<file path="src/rtl/ame_pkg.sv">
// ame_pkg: shared constants for the accumulator machine execute block
// opcode codes, field widths and default memory depth; no dependencies
`default_nettype none
package ame_pkg;

  localparam int unsigned XLEN       = 32;
  localparam int unsigned LINE_W     = 16;
  localparam int unsigned OP_W       = 5;
  localparam int unsigned DEPTH_DEF  = 1024;

  typedef logic [XLEN-1:0]   word_t;
  typedef logic [LINE_W-1:0] line_t;
  typedef logic [OP_W-1:0]   opcode_t;

  localparam opcode_t OP_NOP       = 5'd0;
  localparam opcode_t OP_STORE     = 5'd1;
  localparam opcode_t OP_STORE_IND = 5'd2;
  localparam opcode_t OP_LOAD      = 5'd3;
  localparam opcode_t OP_LOAD_IMM  = 5'd4;
  localparam opcode_t OP_LOAD_IND  = 5'd5;
  localparam opcode_t OP_WRITE     = 5'd6;
  localparam opcode_t OP_READ      = 5'd7;
  localparam opcode_t OP_ADD       = 5'd8;
  localparam opcode_t OP_ADD_IMM   = 5'd9;
  localparam opcode_t OP_SUB       = 5'd10;
  localparam opcode_t OP_SUB_IMM   = 5'd11;
  localparam opcode_t OP_MUL       = 5'd12;
  localparam opcode_t OP_MUL_IMM   = 5'd13;
  localparam opcode_t OP_DIV       = 5'd14;
  localparam opcode_t OP_DIV_IMM   = 5'd15;
  localparam opcode_t OP_END       = 5'd16;
  localparam opcode_t OP_BR        = 5'd17;
  localparam opcode_t OP_BEQ       = 5'd18;
  localparam opcode_t OP_BGE       = 5'd19;
  localparam opcode_t OP_BGT       = 5'd20;
  localparam opcode_t OP_BLE       = 5'd21;
  localparam opcode_t OP_BLT       = 5'd22;

endpackage
`default_nettype wire

</file>
<file path="src/rtl/ame_amod.sv">
// ame_amod: reduces a 32-bit value modulo the memory depth
// mask for a power-of-two depth, else a registered reciprocal multiply; depends on ame_pkg
`default_nettype none
module ame_amod #(
  parameter int unsigned DATA_DEPTH = ame_pkg::DEPTH_DEF,
  parameter int unsigned ADDR_W     = $clog2(DATA_DEPTH)
) (
  input  wire logic              clk_i,
  input  wire logic              rst_ni,
  input  wire logic              start_i,
  input  wire ame_pkg::word_t    value_i,
  output logic                   done_o,
  output logic [ADDR_W-1:0]      addr_o
);
  import ame_pkg::*;

  if ((DATA_DEPTH & (DATA_DEPTH - 1)) == 0) begin : g_pow2
    // low bits only
    always_ff @(posedge clk_i or negedge rst_ni) begin
      if (!rst_ni) done_o <= 1'b0;
      else         done_o <= start_i;
    end
    always_ff @(posedge clk_i) begin
      if (start_i) addr_o <= value_i[ADDR_W-1:0];
    end
  end else begin : g_recip
    // quotient = (value * ceil(2^(32+ADDR_W) / depth)) >> (32+ADDR_W), exact for 32-bit values
    localparam logic [XLEN:0] MULT =
      (XLEN+1)'(((64'd1 << (XLEN + ADDR_W)) / DATA_DEPTH) + 64'd1);
    localparam word_t DEP = word_t'(DATA_DEPTH);

    logic              s1_q;
    logic              s2_q;
    word_t             v_q;
    logic [2*XLEN:0]   prod_q;
    logic [ADDR_W-1:0] addr_q;
    word_t             quo;
    word_t             rem;

    assign quo = word_t'(prod_q >> (XLEN + ADDR_W));
    assign rem = v_q - quo * DEP;

    // stage valid bits
    always_ff @(posedge clk_i or negedge rst_ni) begin
      if (!rst_ni) begin
        s1_q   <= 1'b0;
        s2_q   <= 1'b0;
        done_o <= 1'b0;
      end else begin
        s1_q   <= start_i;
        s2_q   <= s1_q;
        done_o <= s2_q;
      end
    end

    // value, product, remainder
    always_ff @(posedge clk_i) begin
      if (start_i) v_q <= value_i;
      if (s1_q)    prod_q <= {{(XLEN+1){1'b0}}, v_q} * {{XLEN{1'b0}}, MULT};
      if (s2_q)    addr_q <= rem[ADDR_W-1:0];
    end

    assign addr_o = addr_q;
  end
endmodule
`default_nettype wire

</file>
<file path="config.mk">
export PLATFORM = sky130hd
export DESIGN_NAME = ame_amod
export DESIGN_NICKNAME = d
export VERILOG_FILES = /design/src/rtl/ame_pkg.sv /design/src/rtl/ame_amod.sv
export SDC_FILE = /design/constraint.sdc
export NUM_CORES = 1
export LEC_CHECK = 0
export BUFFER_PORTS_ARGS = -buffer_cell sky130_fd_sc_hd__buf_4
export CAP_MARGIN = 15
export CORE_AREA = 5 5 42 44
export DETAILED_ROUTE_END_ITERATION = 8
export DIE_AREA = 0 0 47 49
export PLACE_DENSITY_LB_ADDON = 0.12
export SLEW_MARGIN = 25
export SYNTH_ARGS = -nofsm -noshare
export SYNTH_HDL_FRONTEND = slang
export SYNTH_SLANG_ARGS = --single-unit
</file>
<file path="constraint.sdc">
create_clock -name clk_i -period 0.8 [get_ports clk_i]
set_clock_uncertainty 0.05 [all_clocks]
set_input_delay 0.16 -clock clk_i [delete_from_list [all_inputs] [get_ports clk_i]]
set_output_delay 0.16 -clock clk_i [all_outputs]
set_load 0.01 [all_outputs]
</file>
==> summary.md, run 1 <==
| Metric | Value |
|---|---|
| Status | `finished, violations left` |
| Failing checks | `negative setup slack` |
| First-pass GRT wire length | `972 µm` |
| Pins Over Slew Limit | `0` |
| Unrepaired setup endpoints after global routing | `yes` |
| Final core occ | `a little over two fifths` |
| Leakage power | `0.2529 nW` |
| Growth of design area from synthesis to finish | `83.08%` |
| GRT Util Overall | `6.063%` |
| Crit-path leading delay family | `flip-flops` |
| DR iter-0 viols | `0` |
| Initial DRT Pass Iterations | `1` |
| CTS tree | `yes` |
| Io pins | `46` |
| Routed len/inst | `11.07 µm` |
| Yosys top cell area share | `92.31%` |
| Syn nets | `46` |
| Peak VDD IR | `0.0009672 V` |
| CP arrival | `roughly 0.77 ns` |
| Min-Delay Endpoint | `addr_o[6]` |
| Final GP Congestion | `between 0.5 and 0.6` |
| Area of the core | `1401 µm²` |
| Least-Margin Pin Slew | `0.1361 ns` |
| Period utilization | `122.7%` |
| Full die area | `2303 µm²` |
| Most frequent cells in the layout | `buf_4 (12), buf_6 (11), edfxtp_1 (10)` |
| Crit path capture type | `output pin` |
| Synthesized area per cell | `29.57 µm²` |
| PD cells | `2040 nW/µm²` |
| Commonest non-fill, non-tap cell in the layout | `buf_4` |
| Synthesized area | `325.3 µm²` |
| Total Wirelength | `~610 µm` |
| Routed Antenna Nets | `0` |
| Synthesis Warnings | `0` |
| Fin nets | `75` |
| Share of layout cells above drive strength 1 | `roughly 67%` |
| Drt drc | `0` |
| Worst min-delay path category | `in2reg` |
| Setup violators final | `11` |
| Stages on the worst setup path | `1` |
| Via density | `3.800` |
| Final worst slack | `-0.1815 ns` |
| # H-tree levels | `1` |
| Type of the worst setup path | `reg2out` |
| Crit Path Max Fanout | `1` |
| Nature of the critical path startpoint | `register` |
| Yosys reg bits | `11` |
| Top cells by area, synth | `edfxtp_1 (92%), dfrtp_1 (7.7%)` |
| Die Wd | `47 µm` |
| Max-slew headroom | `90.92%` |
| Cell variety after synth | `2` |
| Worst path slowest cell | `edfxtp_1` |
| CP Cell Sequence | `buf_6` |
| Clock slew at reported path FFs | `about 0.07 ns` |
| Multi-input logic area | `0 µm²` |
| Number of global-route vias before repair | `220` |
| TritonCTS Buffers | `3` |
| Root buf cell | `clkbuf_4` |
| WP buf/inv | `1` |
| Max Fclk | `1019 MHz` |
| Port bufs | `23` |
| Post-Synthesis Cells | `11` |
| Seq/Total Area, Yosys | `100.0%` |
| Clk sinks | `11` |
| WP data required | `slightly below 0.6 ns` |
| Largest net degree at the start of global routing | `12` |
| Vias | `about 210` |
| Final hold vios | `0` |
| HP Start | `value_i[6]` |
| Die Span Y | `49 µm` |
| Clock Path Buffers | `2` |
| Remaining Overflow, GRT | `0` |
| Post-place setup slack | `0.08561 ns` |
| Filler instances | `between 100 and 150` |
| Hold path cells | `1` |
| Initial antenna violation count | `0` |
| Largest stage delay on the critical path | `0.39 ns` |
| Multi-In Gates | `0` |
| Max_cap viols | `0` |
| Initial Util | `23.21%` |
| Final min period | `0.9815 ns` |
| Yosys top cell by area | `edfxtp_1` |
| Cell row count | `14` |
| Post-CTS setup buffers | `0` |
| Diode count | `0` |
[power by group]
part / switching, mW / internal, mW
Sequential: 0.0180 / 0.676
Clock: 0.161 / 0.192
Combinational: 0.0535 / 0.113
Total: 0.233 / 0.982
[flip-flops by register name, indices dropped and copies added (netlist names)]
register / flops
addr_o: 10
done_o: 1
[stage by stage]
step / power [mW] / TNS [ns] / hold slack [ns] / cells / instance area (µm²)
floorplan: 0.7240 / 0 / -0.1856 / 11 / 325.3
global placement: 0.8384 / 0 / -0.1151 / 50 / 518.0
detailed placement: 0.8406 / 0 / -0.1135 / 50 / 518.0
CTS: 1.219 / -2.049 / 0.01697 / 55 / 569.3
global route: 1.279 / -2.313 / 0.004581 / 55 / 595.6
finish: 1.215 / -1.904 / 0.02708 / 55 / 595.6
[timing repair]
item	CTS	global route
setup endpoints to repair	11	11
hold endpoints to repair	1	0
hold buffers	1	0
resized for setup	4	7
[how the worst max path moves through the flow]
stage | startpoint | to
after floorplan | addr_o[0] | addr_o[0]
after global placement | addr_o[9] | addr_o[9]
after detailed placement | addr_o[5] | addr_o[5]
after CTS | addr_o[5] | addr_o[5]
after global routing | addr_o[9] | addr_o[9]
final | addr_o[5] | addr_o[5]
[per-layer routing]
metal	vias up	share of wire [%]	track usage, %
met1	97	30	5.950
met3	0	14	4.059
met2	13	56	9.502
met4	0	0	2.765
li1	99	-	-
met5	-	0	0
[Yosys cell counts (all sizes together)]
master and count:
edfxtp 10, dfrtp 1
[logic make-up (layout without fill, tap and decap cells)]
group	Yosys count	in the layout	share of synthesized area, %
buffers and inverters	0	28	0
DFF	11	11	100.0
[layout make-up]
type	count	area, µm²	share of cell area (%)
Sequential cell	11	325.3	54.62
Tap cell	16	20.02	3.361
Clock buffer	4	26.28	4.412
Timing Repair Buffer	24	224.0	37.61
Power figures use the tool's default switching activity.
==> inputs of run 2 (changes only) <==
CORE_AREA = unset   (was 5 5 42 44)
CORE_MARGIN = 5   (was unset)
CORE_UTILIZATION = 25   (was unset)
DIE_AREA = unset   (was 0 0 47 49)
clock period = 0.9 ns   (was 0.8 ns; I/O delays follow)
==> summary.md, run 2 (synthesis results as in run 1) <==
| Metric | Value |
|---|---|
| Post-Place Cells | `49 (was 50)` |
| Hold path cells | `1 (unchanged)` |
| Largest stage delay on the critical path | `0.40 ns (was 0.39 ns)` |
| Max-slew headroom | `90.96% (was 90.92%)` |
| Unrepaired setup endpoints after global routing | `yes (unchanged)` |
| CTS tree | `yes (unchanged)` |
| First-pass GRT wire length | `1124 µm (was 972 µm)` |
| Initial DRT Pass Iterations | `2 (was 1)` |
| Commonest non-fill, non-tap cell in the layout | `buf_4 (unchanged)` |
| Pins Over Slew Limit | `0 (unchanged)` |
| Clock slew at reported path FFs | `0.06 ns (was 0.07 ns)` |
| Initial antenna violation count | `0 (unchanged)` |
| Initial Util | `25.64% (was 23.21%)` |
| Nature of the critical path startpoint | `register (unchanged)` |
| Period utilization | `113.8%` |
| Min-Delay Endpoint | `addr_o[5] (was addr_o[6])` |
| CP Cell Sequence | `buf_6 (unchanged)` |
| Largest net degree at the start of global routing | `12 (unchanged)` |
| Total Wirelength | `771 µm (was 609 µm)` |
| Peak VDD IR | `0.0006328 V (was 0.0009672 V)` |
| Failing checks | `negative setup slack (unchanged)` |
| Final GP Congestion | `0.6570 (was 0.5481)` |
| Setup violators final | `11 (unchanged)` |
| Top flop regs | `addr_o (10), done_o (1) (unchanged)` |
| Routed Antenna Nets | `0 (unchanged)` |
| Remaining Overflow, GRT | `0 (unchanged)` |
| Multi-input logic area | `0 µm² (unchanged)` |
| GRT Util Overall | `8.657% (was 6.063%)` |
| HP Start | `value_i[5] (was value_i[6])` |
| WP buf/inv | `1 (unchanged)` |
| Io pins | `46 (unchanged)` |
| Final worst slack | `-0.1244 ns (was -0.1815 ns)` |
| TritonCTS Buffers | `3 (unchanged)` |
| Most flop-heavy register | `addr_o (unchanged)` |
| Die Span Y | `46.07 µm (was 49 µm)` |
| Number of global-route vias before repair | `235 (was 220)` |
| Growth of design area from synthesis to finish | `82.69% (was 83.08%)` |
| Crit Path Max Fanout | `1 (unchanged)` |
| Crit-path leading delay family | `flip-flops (unchanged)` |
| Max_cap viols | `0 (unchanged)` |
| Largest register FFs | `10 (unchanged)` |
| Share of layout cells above drive strength 1 | `66.67% (unchanged)` |
| Vias | `217 (was 209)` |
| Final min period | `roughly 1 ns` |
| Type of the worst setup path | `reg2out (unchanged)` |
| Crit path capture type | `output pin (unchanged)` |
| Fin nets | `75 (unchanged)` |
| Via density | `4.019 (was 3.800)` |
| # H-tree levels | `1 (unchanged)` |
| Multi-In Gates | `0 (unchanged)` |
| Worst hold slack | `0.04321 ns (was 0.02708 ns)` |
| Drt drc | `0 (unchanged)` |
| PD cells | `1833 nW/µm² (was 2040 nW/µm²)` |
| Worst min-delay path category | `in2reg (unchanged)` |
| Leakage power | `0.2529 nW (unchanged)` |
| Final hold vios | `0 (unchanged)` |
| Full die area | `2122 µm² (was 2303 µm²)` |
| Most frequent cells in the layout | `buf_4 (12), buf_6 (11), edfxtp_1 (10) (unchanged)` |
| Root buf cell | `clkbuf_4 (unchanged)` |
| Diode count | `0 (unchanged)` |
| Non-filler cells in the finished layout | `54 (was 55)` |
| Clk sinks | `11 (unchanged)` |
| Status | `finished, violations left (unchanged)` |
| WP data required | `0.67 ns (was 0.59 ns)` |
| Worst path slowest cell | `edfxtp_1 (unchanged)` |
| Clock Path Buffers | `2 (unchanged)` |
| Routed len/inst | `14.28 µm (was 11.07 µm)` |
| Max Fclk | `about 980 MHz` |
| Die Wd | `46.07 µm (was 47 µm)` |
| Filler instances | `114 (was 139)` |
| DR iter-0 viols | `5 (was 0)` |
| CP arrival | `0.79 ns (was 0.77 ns)` |
| Least-Margin Pin Slew | `0.1356 ns (was 0.1361 ns)` |
| Port bufs | `23 (unchanged)` |
| Cell row count | `13 (was 14)` |
| Area of the core | `1269 µm² (was 1401 µm²)` |
-- run 2: cell counts in the layout (fill, tap and decap cells not counted) --
No cell type changed its count.
-- run 2: cell type report --
type / count / area (µm²) / area share [%]
Sequential cell: 11 / 325.3 / 54.74
Timing Repair Buffer: 24 / 224.0 / 37.68
Clock buffer: 4 / 26.28 / 4.421
Tap cell: 15 / 18.77 / 3.158
-- run 2: how the worst max path moves through the flow --
stage	to	cells past startpoint	slack (ns)	from
floorplan	addr_o[0]	0	0.28	addr_o[0]
global placement	addr_o[9]	1	0.16	addr_o[9]
detailed placement	addr_o[0]	1	0.15	addr_o[0]
CTS	addr_o[0]	1	-0.14	addr_o[0]
global route	addr_o[0]	1	-0.16	addr_o[0]
finish	addr_o[0]	1	-0.12	addr_o[0]
-- run 2: power breakdown --
part	internal [mW]	leakage, nW	switching (mW)	total (mW)
sequential	0.602	0.110	0.0184	0.620
clock	0.171	0.0150	0.147	0.318
combinational	0.101	0.128	0.0499	0.151
-- run 2: per-layer routing --
metal,track usage [%],wire length [µm],vias up
li1,-,-,99
met1,10.12,316,92
met2,9.615,286,24
met3,6.250,163,2
met4,8.523,5,0
met5,0,0,-
-- run 2: per-stage QoR --
step | setup slack [ns] | setup TNS [ns] | utilization (%) | area, µm² | total power, mW
final | -0.1244 | -1.178 | 46.84 | 594.3 | 1.089
after global routing | -0.1611 | -1.570 | 46.84 | 594.3 | 1.140
after CTS | -0.1447 | -1.351 | 45.96 | 583.1 | 1.101
after detailed placement | 0.1529 | 0 | 40.73 | 516.7 | 0.7519
after global placement | 0.1612 | 0 | 40.73 | 516.7 | 0.7495
after floorplan | 0.2762 | 0 | - | 325.3 | 0.6436
-- run 2: repair_timing --
action                                  4_1_cts  5_1_grt
endpoints found under the hold margin         1        0
resized for setup                             8        3
pin swaps                                     0        0
setup buffers                                 0        0
endpoints found under the setup margin       11       11
hold buffers                                  1        0
==> inputs of run 3 (changes only) <==
BUFFER_PORTS_ARGS = -buffer_cell sky130_fd_sc_hd__buf_2   (was -buffer_cell sky130_fd_sc_hd__buf_4)
==> summary.md, run 3 (synthesis results as in run 1) <==
| Metric | Value |
|---|---|
| Status | `finished, violations left (unchanged)` |
| Failing checks | `negative setup slack (unchanged)` |
| Period utilization | `112.7% (was 113.8%)` |
| Worst hold slack | `0.04063 ns (was 0.04321 ns)` |
| Largest net degree at the start of global routing | `12 (unchanged)` |
| Cell row count | `13 (unchanged)` |
| Post_cts resized | `0 (was 8)` |
| Unrepaired setup endpoints after global routing | `yes (unchanged)` |
| Multi-In Gates | `0 (unchanged)` |
| First-pass GRT wire length | `986 µm (was 1124 µm)` |
| Post-place setup slack | `0.1184 ns (was 0.1529 ns)` |
| CP Cell Sequence | `buf_2 (was buf_6)` |
| Port bufs | `23 (unchanged)` |
| Initial antenna violation count | `0 (unchanged)` |
| Area of the core | `1269 µm² (unchanged)` |
| Clk sinks | `11 (unchanged)` |
| Final core occ | `39.05% (was 46.84%)` |
| Routed len/inst | `13.41 µm (was 14.28 µm)` |
| Commonest non-fill, non-tap cell in the layout | `buf_2 (was buf_4)` |
| Pins Over Slew Limit | `0 (unchanged)` |
| Io pins | `46 (unchanged)` |
| Filler instances | `127 (was 114)` |
| Hold path cells | `1 (unchanged)` |
| Largest stage delay on the critical path | `0.38 ns (was 0.40 ns)` |
| Register area | `325.3 µm² (unchanged)` |
| Worst min-delay path category | `in2reg (unchanged)` |
| Drt drc | `0 (unchanged)` |
| Via density | `3.963 (was 4.019)` |
| Top flop regs | `addr_o (10), done_o (1) (unchanged)` |
| Multi-input logic area | `0 µm² (unchanged)` |
| Final worst slack | `-0.1146 ns (was -0.1244 ns)` |
| Number of global-route vias before repair | `230 (was 235)` |
| Crit path capture type | `output pin (unchanged)` |
| DR iter-0 viols | `0 (was 5)` |
| Root buf cell | `clkbuf_4 (unchanged)` |
| Peak VDD IR | `0.0006786 V (was 0.0006328 V)` |
| Max-slew headroom | `84.95% (was 90.96%)` |
| Final min period | `1.015 ns (was 1.024 ns)` |
| Leakage power | `0.2192 nW (was 0.2529 nW)` |
| Clock slew at reported path FFs | `0.07 ns (was 0.06 ns)` |
| GRT Util Overall | `7.761% (was 8.657%)` |
| Growth of design area from synthesis to finish | `52.31% (was 82.69%)` |
| Non-filler cells in the finished layout | `54 (unchanged)` |
| Max Fclk | `985.6 MHz (was 976.2 MHz)` |
| Diode count | `0 (unchanged)` |
| Final GP Congestion | `0.6367 (was 0.6570)` |
| Vias | `214 (was 217)` |
| CTS tree | `yes (unchanged)` |
| Initial DRT Pass Iterations | `1 (was 2)` |
| Worst path slowest cell | `edfxtp_1 (unchanged)` |
| Setup violators final | `11 (unchanged)` |
| Final hold vios | `0 (unchanged)` |
| Die Span Y | `46.07 µm (unchanged)` |
| Most flop-heavy register | `addr_o (unchanged)` |
| Type of the worst setup path | `reg2out (unchanged)` |
| # H-tree levels | `1 (unchanged)` |
| Post-Place Cells | `49 (unchanged)` |
| CP arrival | `0.78 ns (was 0.79 ns)` |
| Routed Antenna Nets | `0 (unchanged)` |
| WP data required | `0.67 ns (about the same)` |
| Full die area | `2122 µm² (unchanged)` |
| Die Wd | `46.07 µm (unchanged)` |
| Share of layout cells above drive strength 1 | `66.67% (unchanged)` |
| Largest register FFs | `10 (unchanged)` |
| Crit-path leading delay family | `flip-flops (unchanged)` |
| Crit Path Max Fanout | `1 (unchanged)` |
| Total Power | `1.025 mW (was 1.089 mW)` |
| Initial Util | `25.64% (unchanged)` |
| Most frequent cells in the layout | `buf_2 (23), edfxtp_1 (10), clkbuf_4 (3) (was buf_4 (12), buf_6 (11), edfxtp_1 (10))` |
| Stages on the worst setup path | `1 (unchanged)` |
| Clock Path Buffers | `2 (unchanged)` |
| Fin nets | `75 (unchanged)` |
| TritonCTS Buffers | `3 (unchanged)` |
| Max_cap viols | `0 (unchanged)` |
| Remaining Overflow, GRT | `0 (unchanged)` |
| Nature of the critical path startpoint | `register (unchanged)` |
| WP buf/inv | `1 (unchanged)` |
| Least-Margin Pin Slew | `0.2258 ns (was 0.1356 ns)` |
| Total Wirelength | `724 µm (was 771 µm)` |
| PD cells | `2068 nW/µm² (was 1833 nW/µm²)` |
run 3: path summary, 6_finish.rpt:
| check | startpoint | end | slack, ns |
|---|---|---|---|
| max in group asynchronous | rst_ni | done_o | 0.55 |
| min in group asynchronous | rst_ni | done_o | 0.17 |
| worst max-delay path | addr_o[7] | addr_o[7] | -0.11 |
| worst min-delay path | value_i[2] | addr_o[2] | 0.04 |
run 3: final cells by class:
class,instances,area share (%)
timing repair buffer,24,25.25
clock buffer,4,5.303
tap,15,3.788
sequential,11,65.66
run 3: timing repair:
| item | 4_1_cts | 5_1_grt |
|---|---|---|
| hold buffers | 1 | 0 |
| endpoints found under the hold margin | 1 | 0 |
| endpoints found under the setup margin | 11 | 11 |
| setup buffers | 0 | 0 |
run 3: through the flow:
stage	TNS, ns	area [µm²]
after floorplan	0	325.3
after global placement	0	459.2
after detailed placement	0	459.2
after CTS	-1.254	495.5
after global routing	-1.481	495.5
final	-1.060	495.5
run 3: layer usage:
metal	GRT usage, %	share of wire, %	wire [µm]	up-vias
li1	-	-	-	99
met1	8.867	44	320	91
met2	7.418	31	225	24
met3	7.031	25	179	0
met4	8.523	0	0	0
met5	0	0	0	-
run 3: where the power goes:
| part | switching, mW | internal [mW] |
|---|---|---|
| Sequential | 0.00943 | 0.600 |
| Combinational | 0.0488 | 0.0452 |
| Clock | 0.150 | 0.171 |
