--- config.mk ---
export PLATFORM = sky130hd
export DESIGN_NAME = ame_div
export DESIGN_NICKNAME = d
export VERILOG_FILES = /design/src/rtl/ame_pkg.sv /design/src/rtl/ame_div.sv
export SDC_FILE = /design/constraint.sdc
export NUM_CORES = 1
export LEC_CHECK = 0
export BUFFER_PORTS_ARGS = -buffer_cell sky130_fd_sc_hd__buf_4
export CORE_UTILIZATION = 50
export CTS_CLUSTER_SIZE = 24
export DETAILED_ROUTE_END_ITERATION = 10
export HOLD_SLACK_MARGIN = 0.15
export PLACE_DENSITY = 0.73
export SYNTH_ARGS = -nofsm -noshare
export SYNTH_HDL_FRONTEND = slang
export SYNTH_SLANG_ARGS = --single-unit
--- constraint.sdc ---
create_clock -name clk_i -period 3.01 [get_ports clk_i]
set_input_delay 0.602 -clock clk_i [delete_from_list [all_inputs] [get_ports clk_i]]
set_output_delay 0.602 -clock clk_i [all_outputs]
set_load 0.005 [all_outputs]
--- src/rtl/ame_pkg.sv ---
// ame_pkg: shared constants for the accumulator machine execute block
// opcode codes, field widths and default memory depth; no dependencies
`default_nettype none
package ame_pkg;

  localparam int unsigned XLEN       = 32;
  localparam int unsigned LINE_W     = 16;
  localparam int unsigned OP_W       = 5;
  localparam int unsigned DEPTH_DEF  = 1024;

  typedef logic [XLEN-1:0]   word_t;
  typedef logic [LINE_W-1:0] line_t;
  typedef logic [OP_W-1:0]   opcode_t;

  localparam opcode_t OP_NOP       = 5'd0;
  localparam opcode_t OP_STORE     = 5'd1;
  localparam opcode_t OP_STORE_IND = 5'd2;
  localparam opcode_t OP_LOAD      = 5'd3;
  localparam opcode_t OP_LOAD_IMM  = 5'd4;
  localparam opcode_t OP_LOAD_IND  = 5'd5;
  localparam opcode_t OP_WRITE     = 5'd6;
  localparam opcode_t OP_READ      = 5'd7;
  localparam opcode_t OP_ADD       = 5'd8;
  localparam opcode_t OP_ADD_IMM   = 5'd9;
  localparam opcode_t OP_SUB       = 5'd10;
  localparam opcode_t OP_SUB_IMM   = 5'd11;
  localparam opcode_t OP_MUL       = 5'd12;
  localparam opcode_t OP_MUL_IMM   = 5'd13;
  localparam opcode_t OP_DIV       = 5'd14;
  localparam opcode_t OP_DIV_IMM   = 5'd15;
  localparam opcode_t OP_END       = 5'd16;
  localparam opcode_t OP_BR        = 5'd17;
  localparam opcode_t OP_BEQ       = 5'd18;
  localparam opcode_t OP_BGE       = 5'd19;
  localparam opcode_t OP_BGT       = 5'd20;
  localparam opcode_t OP_BLE       = 5'd21;
  localparam opcode_t OP_BLT       = 5'd22;

endpackage
`default_nettype wire

--- src/rtl/ame_div.sv ---
// ame_div: signed 32-bit division truncating toward zero, one bit a cycle
// zero divisor returns the dividend; depends on ame_pkg
`default_nettype none
module ame_div (
  input  wire logic           clk_i,
  input  wire logic           rst_ni,
  input  wire logic           start_i,
  input  wire ame_pkg::word_t dividend_i,
  input  wire ame_pkg::word_t divisor_i,
  output logic                done_o,
  output ame_pkg::word_t      quot_o
);
  import ame_pkg::*;

  logic          busy_q;
  logic [4:0]    cnt_q;
  logic          neg_q;
  logic          zero_q;
  word_t         quo_q;
  word_t         mb_q;
  word_t         a_q;
  logic [XLEN:0] rem_q;
  logic [XLEN:0] shifted;
  logic [XLEN:0] diff;
  logic          na;
  logic          nb;

  assign na = dividend_i[XLEN-1];
  assign nb = divisor_i[XLEN-1];

  // restoring step
  assign shifted = {rem_q[XLEN-1:0], quo_q[XLEN-1]};
  assign diff    = shifted - {1'b0, mb_q};

  always_ff @(posedge clk_i or negedge rst_ni) begin
    if (!rst_ni) begin
      busy_q <= 1'b0;
      done_o <= 1'b0;
      cnt_q  <= '0;
    end else begin
      done_o <= 1'b0;
      if (start_i) begin
        busy_q <= 1'b1;
        cnt_q  <= '0;
      end else if (busy_q) begin
        cnt_q <= cnt_q + 1'b1;
        if (zero_q || cnt_q == 5'(XLEN - 1)) begin
          busy_q <= 1'b0;
          done_o <= 1'b1;
        end
      end
    end
  end

  always_ff @(posedge clk_i) begin
    if (start_i) begin
      a_q    <= dividend_i;
      neg_q  <= na ^ nb;
      zero_q <= (divisor_i == '0);
      quo_q  <= na ? (~dividend_i + 1'b1) : dividend_i;
      mb_q   <= nb ? (~divisor_i + 1'b1) : divisor_i;
      rem_q  <= '0;
    end else if (busy_q) begin
      if (!diff[XLEN]) begin
        rem_q <= diff;
        quo_q <= {quo_q[XLEN-2:0], 1'b1};
      end else begin
        rem_q <= shifted;
        quo_q <= {quo_q[XLEN-2:0], 1'b0};
      end
    end
  end

  assign quot_o = zero_q ? a_q : (neg_q ? (~quo_q + 1'b1) : quo_q);
endmodule
`default_nettype wire

==> impl_metrics.tcl, run 1 <==
set metrics [dict create \
    die_x_um 135 \
    final_nets 1251 \
    hold_violations 0 \
    fin_tns_setup_ns -8.13 \
    timing.fmax_mhz 291 \
    worstSetupEndpointType "primary output" \
    slew_headroom_pct 45.8 \
    drt_iter0_drc 395 \
    ir_drop_v 0.000519 \
    worst_slack_ns -0.431 \
    io_pins 100 \
    crit_arrival_ns 2.84 \
    ant_nets 0 \
    setup_viol 52 \
    maxSlewViolCount 0 \
    portBuffers 99 \
    violations "negative setup slack" \
    clockBufferDepth 2 \
    cts_tree "done" \
    cts_made_buffers 17 \
    required_ns 2.41 \
    finalCritPeriodShare_pct 114 \
    fin_total_pwr_mw 7.01 \
    ys.flop_type "edfxtp_1" \
    post-route-util_pct 69.6 \
    power_density_nw_per_um2 583 \
    syn_area_um2 8850 \
    p_leak_nw 5.08 \
    cts_htree_levels 4 \
    drc_errors 0 \
    ys_ff_latch 137 \
    synth_seq_area_share_pct 42.5 \
    antenna_found_initial 0 \
    ys_types 64 \
    clock_sinks 137 \
    syn_avg_cell_area_um2 9.48 \
    async_flop_share_pct 5.11 \
    hpwl_um 14700 \
    yosysWarnings 0 \
    first_pass_iters 7 \
    overflow 0 \
    outcome "finished with violations" \
    wl_um 22100 \
    fp-row-count 48 \
    die_h_um 135 \
    core-area_um2 17300 \
    grt_pass1_vias 7501 \
    worst_pin_slew_ns 0.813 \
    area_delta_synth_final_pct 36.0 \
    placedInstanceArea_um2 10600 \
    multi_input_area_um2 5310 \
    place_congestion 0.880 \
    grt_pass1_wl_um 35400 \
    clock_latency_ns 0.43 \
    finalClockSkew_ns 0.0101 \
    path_class "reg2out" \
    synth_edf_count 98 \
    seq_area_um2 3760 \
    track_usage_pct 24.6 \
    grt_max_degree 77 \
    fin_crit_ns 3.44 \
    start_kind "flop" \
    vias_per_cell 5.68 \
    vias 7857 \
    final_area_um2 12000 \
    crit_fanout 3 \
    fill_cells 1267 \
    hp-class "in2reg" \
    synthesis.nets 1038 \
    avgRoutedWirePerCell_um 15.9 \
    clkSlewWorstSetupHoldPaths_ns 0.06 \
    antennaDiodeCount 0 \
    rsz0062_at_grt "true" \
    dieArea_um2 18200 \
    maxCapViolCount 0 \
    syn_inst 933 \
    drive_gt1_share_pct 30.7 \
    initial_core_util_pct 51.2 \
    clock-root-buffer "clkbuf_16" \
]
-- flip-flops by register name, indices dropped and copies added, names as in the netlist --
name,flops
a_q,32
busy_q,1
cnt_q,5
done_o,1
mb_q,32
neg_q,1
quo_q,32
rem_q,32
zero_q,1
-- report_power, final --
group	internal (mW)	switching, mW
Sequential	2.28	0.177
Combinational	1.31	1.25
Clock	1.20	0.797
-- timing repair --
item / in CTS / in global routing
hold endpoints to repair: 7 / 0
cloned: 2 / 0
pin swaps: 52 / 25
setup buffers: 20 / 11
endpoints found under the setup margin: 55 / 59
gates resized for setup: 81 / 57
hold buffers: 1 / 0
-- routing by layer --
metal | vias to the layer above | global-route usage (%) | routed length [um]
met5 | - | 0 | 0
met3 | 48 | 3.49 | 1060
met1 | 3738 | 30.3 | 9460
met2 | 239 | 42.8 | 11000
li1 | 3832 | - | -
met4 | 0 | 10.4 | 559
-- synthesized netlist by cell type, types with 4 or more instances --
cell / instances / area, um^2
nand2b_1: 7 / 43.8
inv_1: 50 / 188
buf_1: 4 / 15.0
nand4_1: 7 / 43.8
nand3_1: 12 / 60.1
o21ai_0: 68 / 340
a21oi_1: 56 / 280
nor2_1: 86 / 323
dfxtp_1: 32 / 641
o31ai_1: 30 / 225
or4_1: 16 / 120
xnor2_1: 54 / 473
xor2_1: 65 / 569
nor2b_1: 6 / 37.5
nor3_1: 9 / 45.0
mux2i_1: 30 / 300
o21a_1: 4 / 30.0
a21o_1: 12 / 90.1
edfxtp_1: 98 / 2940
nor4_1: 9 / 56.3
clkbuf_1: 37 / 139
nand2_1: 84 / 315
o41ai_1: 15 / 131
ha_1: 37 / 463
a211oi_1: 30 / 225
or2_2: 4 / 25.0
a31oi_1: 5 / 31.3
dfrtp_1: 7 / 175
-- cells in the final DEF, fill, tap and decap left out, types with 5 or more instances in the layout --
| cell | instances |
|---|---|
| buf_4 | 213 |
| nand3_1 | 10 |
| or4_1 | 9 |
| dfrtp_1 | 6 |
| nor2b_1 | 5 |
| inv_1 | 47 |
| xnor2_1 | 54 |
| nand4_1 | 7 |
| dfxtp_1 | 32 |
| a21oi_1 | 55 |
| buf_12 | 5 |
| o31ai_2 | 5 |
| nand2b_1 | 6 |
| o21ai_1 | 16 |
| o31ai_1 | 21 |
| o41ai_1 | 9 |
| edfxtp_1 | 98 |
| mux2i_1 | 25 |
| a21o_1 | 12 |
| nor4_1 | 6 |
| a211oi_2 | 8 |
| o21ai_2 | 5 |
| nand2_1 | 78 |
| nor3_1 | 7 |
| or4_4 | 9 |
| buf_6 | 16 |
| a211oi_1 | 22 |
| xor2_1 | 65 |
| clkbuf_16 | 17 |
| ha_1 | 35 |
| nor2_1 | 86 |
| o21ai_0 | 46 |
-- worst paths after layout --
path                            slack, ns              startpoint  cells after the start                     end
worst max-delay path                -0.43     quo_q[10]$_DFFE_PP_                      8              quot_o[31]
max in group asynchronous            2.31                  rst_ni                      2        busy_q$_DFF_PN0_
worst min-delay path                 0.38          dividend_i[17]                      1       a_q[17]$_DFFE_PP_
min in group asynchronous            0.56                  rst_ni                      2    cnt_q[3]$_DFFE_PN0P_
worst min register to register       0.51  rem_q[19]$_SDFFE_PP0P_                      2  rem_q[19]$_SDFFE_PP0P_
worst max register to register      -0.14       mb_q[0]$_DFFE_PP_                     14  rem_q[18]$_SDFFE_PP0P_
-- stage by stage --
stage,setup slack (ns),hold slack (ns),cells
floorplan,-0.418,0.306,933
global placement,-0.673,0.419,1319
detailed placement,-0.683,0.420,1319
CTS,-0.470,0.364,1373
global route,-0.518,0.369,1384
finish,-0.431,0.378,1384
-- worst max-delay path, stage by stage (launching register included) --
cell,delay (ns)
edfxtp_1,0.41
or4_4,0.57
or4_4,0.48
inv_2,0.12
nand3_4,0.10
o31ai_4,0.25
xnor2_1,0.09
mux2_4,0.28
buf_6,0.12
-- logic make-up after synthesis --
group | Yosys count | share of synthesized area [%]
muxes | 33 | 3.78
xor gates and xnor gates | 119 | 11.8
and+or+nand+nor | 265 | 14.4
AOI/OAI and AO/OA | 247 | 18.1
adders and majority gates | 38 | 5.46
buffers and inverters | 94 | 4.03
DFF | 137 | 42.5
-- final cells by class --
cell class / count / share of cell area [%]
inverters: 50 / 1.56
multi-input cells: 703 / 44.1
flip-flops and latches: 137 / 31.3
clock buffers: 18 / 3.57
clock inverters: 14 / 1.10
repair buffers: 237 / 16.1
well taps: 225 / 2.34
Note: power is estimated with default switching activity, not from simulation.
==> inputs of run 2 (changes only) <==
--- a/config.mk
+++ b/config.mk
@@ -5,12 +5,14 @@
 export SDC_FILE = /design/constraint.sdc
 export NUM_CORES = 1
 export LEC_CHECK = 0
+export ABC_AREA = 1
 export BUFFER_PORTS_ARGS = -buffer_cell sky130_fd_sc_hd__buf_4
+export CORE_ASPECT_RATIO = 1.75
 export CORE_UTILIZATION = 50
 export CTS_CLUSTER_SIZE = 24
 export DETAILED_ROUTE_END_ITERATION = 10
 export HOLD_SLACK_MARGIN = 0.15
-export PLACE_DENSITY = 0.73
+export PLACE_DENSITY = 0.72
 export SYNTH_ARGS = -nofsm -noshare
 export SYNTH_HDL_FRONTEND = slang
 export SYNTH_SLANG_ARGS = --single-unit
==> impl_metrics.tcl, run 2 <==
set metrics [dict create \
    io_pins 100 \
    ys_ff_latch 137 \
    overflow 0 \
    first_pass_iters 6 \
    synth_most_common_cell "nand2_1" \
    yosysWarnings 0 \
    fp-row-count 70 \
    dp.cells 1956 \
    ir_drop_v 0.000624 \
    die_x_um 113 \
    antenna_found_initial 0 \
    maxCapViolCount 0 \
    avgRoutedWirePerCell_um 15.3 \
    ys_types 47 \
    outcome "finished, final reports clean" \
    instances_no_fill 2002 \
    power_density_nw_per_um2 448 \
    timing.fmax_mhz 336 \
    slew_headroom_pct 48.5 \
    clock-root-buffer "clkbuf_16" \
    vias_per_cell 5.26 \
    wl_um 30600 \
    switchingPower_mw 1.65 \
    path_class "reg2out" \
    synth.area.top_cells "edfxtp_1 (27%), nand2_1 (19%), inv_1 (10%)" \
    synthesis.nets 1733 \
    required_ns 2.41 \
    synth.top_cells.by_count "nand2_1 (531), inv_1 (288), nor2_1 (151)" \
    drc_errors 0 \
    grt_pass1_wl_um 49600 \
    crit_fanout 5 \
    async_flop_share_pct 5.11 \
    die_h_um 196 \
    synth_edf_count 98 \
    hold_violations 0 \
    place_congestion 0.996 \
    drive_gt1_share_pct 13.7 \
    cp_slowest_cell "edfxtp_1" \
    layout_common_cells "nand2_1 (527), inv_1 (283), nor2_1 (142), buf_4 (123), nand3_1 (110)" \
    drt_iter0_drc 597 \
    p_int_mw 4.03 \
    fin_hold_ws_ns 0.367 \
    grt_pass1_vias 10700 \
    fin_total_pwr_mw 5.67 \
    switching_share_pct 29.1 \
    cts_made_buffers 17 \
    crit_arrival_ns 2.38 \
    grt_max_degree 60 \
    cts_htree_levels 4 \
    initial_core_util_pct 51.2 \
    setup_viol 0 \
    pre_cts_slack_ns 0.226 \
    critPathMaxStageDelay_ns 0.40 \
    final_common_cell "nand2_1" \
    power_frac_comb_pct 20.7 \
    antennaDiodeCount 0 \
    p_seq_share_pct 40.6 \
    synth_seq_area_share_pct 34.9 \
    clock_latency_ns 0.43 \
    clockPowerShare_pct 38.7 \
    ys.flop_type "edfxtp_1" \
    clockBufferDepth 2 \
    syn_inst 1628 \
    finalCritPeriodShare_pct 98.9 \
    p_leak_nw 6.45 \
    dieArea_um2 22200 \
    hpwl_um 23900 \
    final_nets 1842 \
    maxSlewViolCount 0 \
    ant_nets 0 \
    track_usage_pct 28.9 \
    crit_chain "inv_2 -> ha_4 -> inv_2 -> nor3_4 -> nand3_2 -> nor2_4 -> nand3_4 -> o21ai_4 -> nand4_1 -> nand3_2 -> nand2_1 -> buf_4" \
    core-area_um2 21000 \
    worst_pin_slew_ns 0.764 \
    worstSetupEndpointType "primary output" \
    vias 10500 \
    start_kind "flop" \
    worst_slack_ns 0.0329 \
    synth_top_area_cell "edfxtp_1" \
    hp-class "in2reg" \
    synth_top_area_share_pct 27.3 \
    finalClockSkew_ns 0.00833 \
    rsz0062_at_grt "true" \
    cts_tree "done" \
    fin_crit_ns 2.98 \
    syn_area_um2 10800 \
    portBuffers 99 \
    area_delta_synth_final_pct 17.5 \
    clkSlewWorstSetupHoldPaths_ns 0.06 \
    syn_avg_cell_area_um2 6.61 \
    clock_sinks 137 \
]
-- run 2: changes by cell type after synthesis, moves of 30 or more --
cell | before | now
nor2_1 | 86 | 151
inv_1 | 50 | 288
nand3_1 | 12 | 118
a211oi_1 | 30 | 0
nand2_1 | 84 | 531
xnor2_1 | 54 | 22
mux2i_1 | 30 | 0
-- run 2: cell type report --
class,count,area [um^2]
Multi-Input combinational cell,1160,5890
Timing Repair Buffer,127,985
Tap cell,252,315
Sequential cell,137,3760
Clock buffer,19,433
Clock inverter,13,175
Inverter,294,1100
Fill cell,1977,8360
-- run 2: power groups by stage --
stage	Clock (mW)	Combinational [mW]	Sequential, mW
final	2.20	1.18	2.30
after global routing	2.29	1.30	2.32
after CTS	2.23	1.15	2.29
after detailed placement	0	1.10	2.33
after global placement	0	1.09	2.33
after floorplan	0	0.683	2.30
-- run 2: path summary, 6_finish.rpt --
check	start	endpoint	slack, ns	depth (start not counted)
setup / recovery	quo_q[0]$_DFFE_PP_	quot_o[30]	0.03	12
hold / removal	divisor_i[0]	mb_q[0]$_DFFE_PP_	0.37	1
setup reg to reg	mb_q[0]$_DFFE_PP_	rem_q[22]$_SDFFE_PP0P_	0.45	17
hold reg to reg	rem_q[0]$_SDFFE_PP0P_	rem_q[0]$_SDFFE_PP0P_	0.47	2
max in group asynchronous	rst_ni	done_o$_DFF_PN0_	2.35	2
min in group asynchronous	rst_ni	cnt_q[4]$_DFFE_PN0P_	0.53	2
-- run 2: kinds of logic after synthesis --
logic type	Yosys count	synth area share, %
and+or+nand+nor	921	36.6
buffers and inverters	331	12.1
DFF	137	34.9
xor gates and xnor gates	62	5.04
AOI/OAI and AO/OA	139	6.91
adders and majority gates	38	4.48
-- run 2: repair_timing --
action	in CTS	in global routing
endpoints found under the setup margin	18	24
pin swaps	9	20
hold endpoints to repair	7	0
buffers inserted	9	4
gates resized for setup	22	26
hold buffers	1	0
-- run 2: critical path, delay by kind of cell, from the launching register on --
kind	cells	cell delay (ns)
buf+inv	3	0.26
compound gates	1	0.21
fa+ha+maj	1	0.12
simple gates	7	0.94
flops	1	0.40
-- run 2: per-layer routing --
layer  vias to the layer above  wire, um  track usage [%]
li1                       5335         -                -
met1                      4755     10400             26.3
met2                       319     17000             56.7
met3                       118      1310             4.97
met4                         0      1900             19.9
met5                         -         0                0
-- run 2: stage by stage --
step	instance area, um^2	utilization [%]	setup TNS (ns)
6_report	12700	60.2	0
5_1_grt	12700	60.2	-1.07
4_1_cts	12500	59.6	-0.0527
3_5_place_dp	11800	56.0	0
3_3_place_gp	11800	56.0	0
2_1_floorplan	10800	-	0
==> inputs of run 3 (changes only) <==
==> constraint.sdc (replaced) <==
create_clock -name clk_i -period 3.01 [get_ports clk_i]
set_input_delay 0.4515 -clock clk_i [delete_from_list [all_inputs] [get_ports clk_i]]
set_output_delay 0.4515 -clock clk_i [all_outputs]
set_load 0.005 [all_outputs]
==> impl_metrics.tcl, run 3 (synthesis results as in run 2) <==
set metrics [dict create \
    multi_input_area_um2 5800 \
    worst-path-buf-inv 3 \
    holdCritStartpoint "dividend_i[24]" \
    p_int_mw 3.73 \
    cts_htree_levels 4 \
    cts_made_buffers 17 \
    wl_met1_um 10500 \
    drive_gt1_share_pct 12.0 \
    fp-row-count 70 \
    portBuffers 99 \
    path_delay_family "simple AND/OR/NAND/NOR gates" \
    vias 10300 \
    fill_cells 2010 \
    post-route-util_pct 58.8 \
    area_delta_synth_final_pct 14.7 \
    crit_arrival_ns 2.52 \
    r2r-start "quo_q[31]$_DFFE_PP_" \
    finalClockSkew_ns 0.00888 \
    antenna_found_initial 0 \
    grt_max_degree 37 \
    seq_area_um2 3760 \
    setup_viol 0 \
    fin_crit_ns 2.98 \
    worst_pin_slew_ns 0.906 \
    io_pins 100 \
    clockPowerShare_pct 36.0 \
    hpwl_um 23500 \
    cp_slowest_cell "edfxtp_1" \
    timing.fmax_mhz 336 \
    clock_latency_ns 0.43 \
    start_kind "flop" \
    hp-class "in2reg" \
    hold_violations 0 \
    finalCritPeriodShare_pct 98.8 \
    slew_headroom_pct 39.5 \
    worstSetupEndpointType "primary output" \
    dr_wl_met3_um 1390 \
    clkSlewWorstSetupHoldPaths_ns 0.06 \
    crit_fanout 5 \
    layout_common_cells "nand2_1 (528), inv_1 (286), nor2_1 (146), nand3_1 (115), buf_4 (111)" \
    clock_sinks 137 \
    outcome "finished, final reports clean" \
    dr_wl_met2_um 16300 \
    required_ns 2.56 \
    grt_pass1_vias 10100 \
    final_common_cell "nand2_1" \
    path_class "reg2out" \
    fin_total_pwr_mw 5.34 \
    maxSlewViolCount 0 \
    place_congestion 0.979 \
    grt_pass1_wl_um 47400 \
    first_pass_iters 6 \
    highest_layer "met4" \
    instances_no_fill 1987 \
    cts_tree "done" \
    power_frac_comb_pct 21.0 \
    switching_share_pct 30.0 \
    drt_iter0_drc 517 \
    die_x_um 113 \
    vias_per_cell 5.20 \
    final_nets 1827 \
    clock-root-buffer "clkbuf_16" \
    ir_drop_v 0.000428 \
    p_leak_nw 6.30 \
    core-area_um2 21000 \
    dieArea_um2 22200 \
    critPathLaunch "quo_q[0]$_DFFE_PP_" \
    critPathMaxStageDelay_ns 0.43 \
    track_usage_pct 27.8 \
    ant_nets 0 \
    switchingPower_mw 1.60 \
    dp.cells 1952 \
    power_density_nw_per_um2 432 \
    die_h_um 196 \
    clockBufferDepth 2 \
    initial_core_util_pct 51.2 \
    wl_um 29900 \
    crit_chain "inv_2 -> ha_4 -> inv_2 -> nor3_4 -> nand3_2 -> nor2_4 -> nand3_2 -> o21ai_4 -> nand3_1 -> nand2_1 -> nand3_1 -> nand2_1 -> buf_4" \
    avgRoutedWirePerCell_um 15.0 \
    antennaDiodeCount 0 \
    overflow 0 \
    rsz0062_at_grt "true" \
    drc_errors 0 \
    p_seq_share_pct 43.0 \
    maxCapViolCount 0 \
]
run 3: cell types whose count changed in the layout (fill, tap and decap cells not counted), moves of 3 or more:
cell	previous run	this run
buf_4	123	111
bufinv_16	4	0
clkbuf_1	2	5
clkbuf_8	0	3
inv_1	283	286
inv_2	10	7
nand3_1	110	115
nand3_2	7	4
nor2_1	142	146
nor2_2	10	7
o21ai_0	68	72
o21ai_1	6	3
run 3: layout make-up:
type / instances / share of cell area [%]
clock buffer: 25 / 3.93
multi-input combinational: 1160 / 47.0
tap: 252 / 2.55
clock inverter: 7 / 0.365
sequential: 137 / 30.4
timing repair buffer: 112 / 6.83
inverter: 294 / 8.94
run 3: stage by stage:
step	setup TNS, ns	worst slack, ns	hold WS [ns]	cell area, um^2
final	0	0.0350	0.214	12400
after global routing	-0.594	-0.113	0.208	12400
after detailed placement	0	0.369	0.269	11700
after CTS	-0.00544	-0.00468	0.202	12300
after floorplan	0	0.791	0.156	10800
after global placement	0	0.408	0.268	11700
run 3: repair_timing:
action / CTS / global route
hold endpoints to repair: 7 / 0
hold buffers: 1 / 0
setup buffers: 0 / 2
setup endpoints to repair: 9 / 18
pin swaps: 0 / 6
gates cloned: 0 / 0
resized for setup: 2 / 19
run 3: worst paths after layout:
path                                               to  slack (ns)  depth (start not counted)
worst max-delay path                       quot_o[30]        0.03                         13
worst min-delay path                a_q[24]$_DFFE_PP_        0.21                          1
worst max register to register     quo_q[0]$_DFFE_PP_        0.41                         15
worst min register to register  rem_q[6]$_SDFFE_PP0P_        0.48                          2
max in group asynchronous        cnt_q[3]$_DFFE_PN0P_        2.51                          2
min in group asynchronous            done_o$_DFF_PN0_        0.38                          2
run 3: worst reg2reg max path: stages (launching register included):
cell	delay (ns)
edfxtp_1	0.34
inv_1	0.06
ha_1	0.22
fa_1	0.39
inv_1	0.08
nand2_1	0.06
nand2_1	0.11
nand3_1	0.10
nand2_2	0.12
nand2_1	0.07
nand2_2	0.09
nand2_4	0.08
nand2_4	0.08
nand2_2	0.06
nand2_4	0.34
o21ai_0	0.13
run 3: routing by layer:
metal	vias to the layer above	GRT usage (%)
li1	5303	-
met1	4619	25.2
met2	307	55.0
met3	104	4.76
met4	0	18.7
met5	-	0
run 3: power by group through the flow:
stage | clock network, mW | registers [mW] | logic [mW]
after global placement | 0 | 2.32 | 1.08
after detailed placement | 0 | 2.33 | 1.09
after floorplan | 0 | 2.30 | 0.683
after global routing | 2.00 | 2.32 | 1.24
after CTS | 1.93 | 2.29 | 1.10
final | 1.92 | 2.30 | 1.12
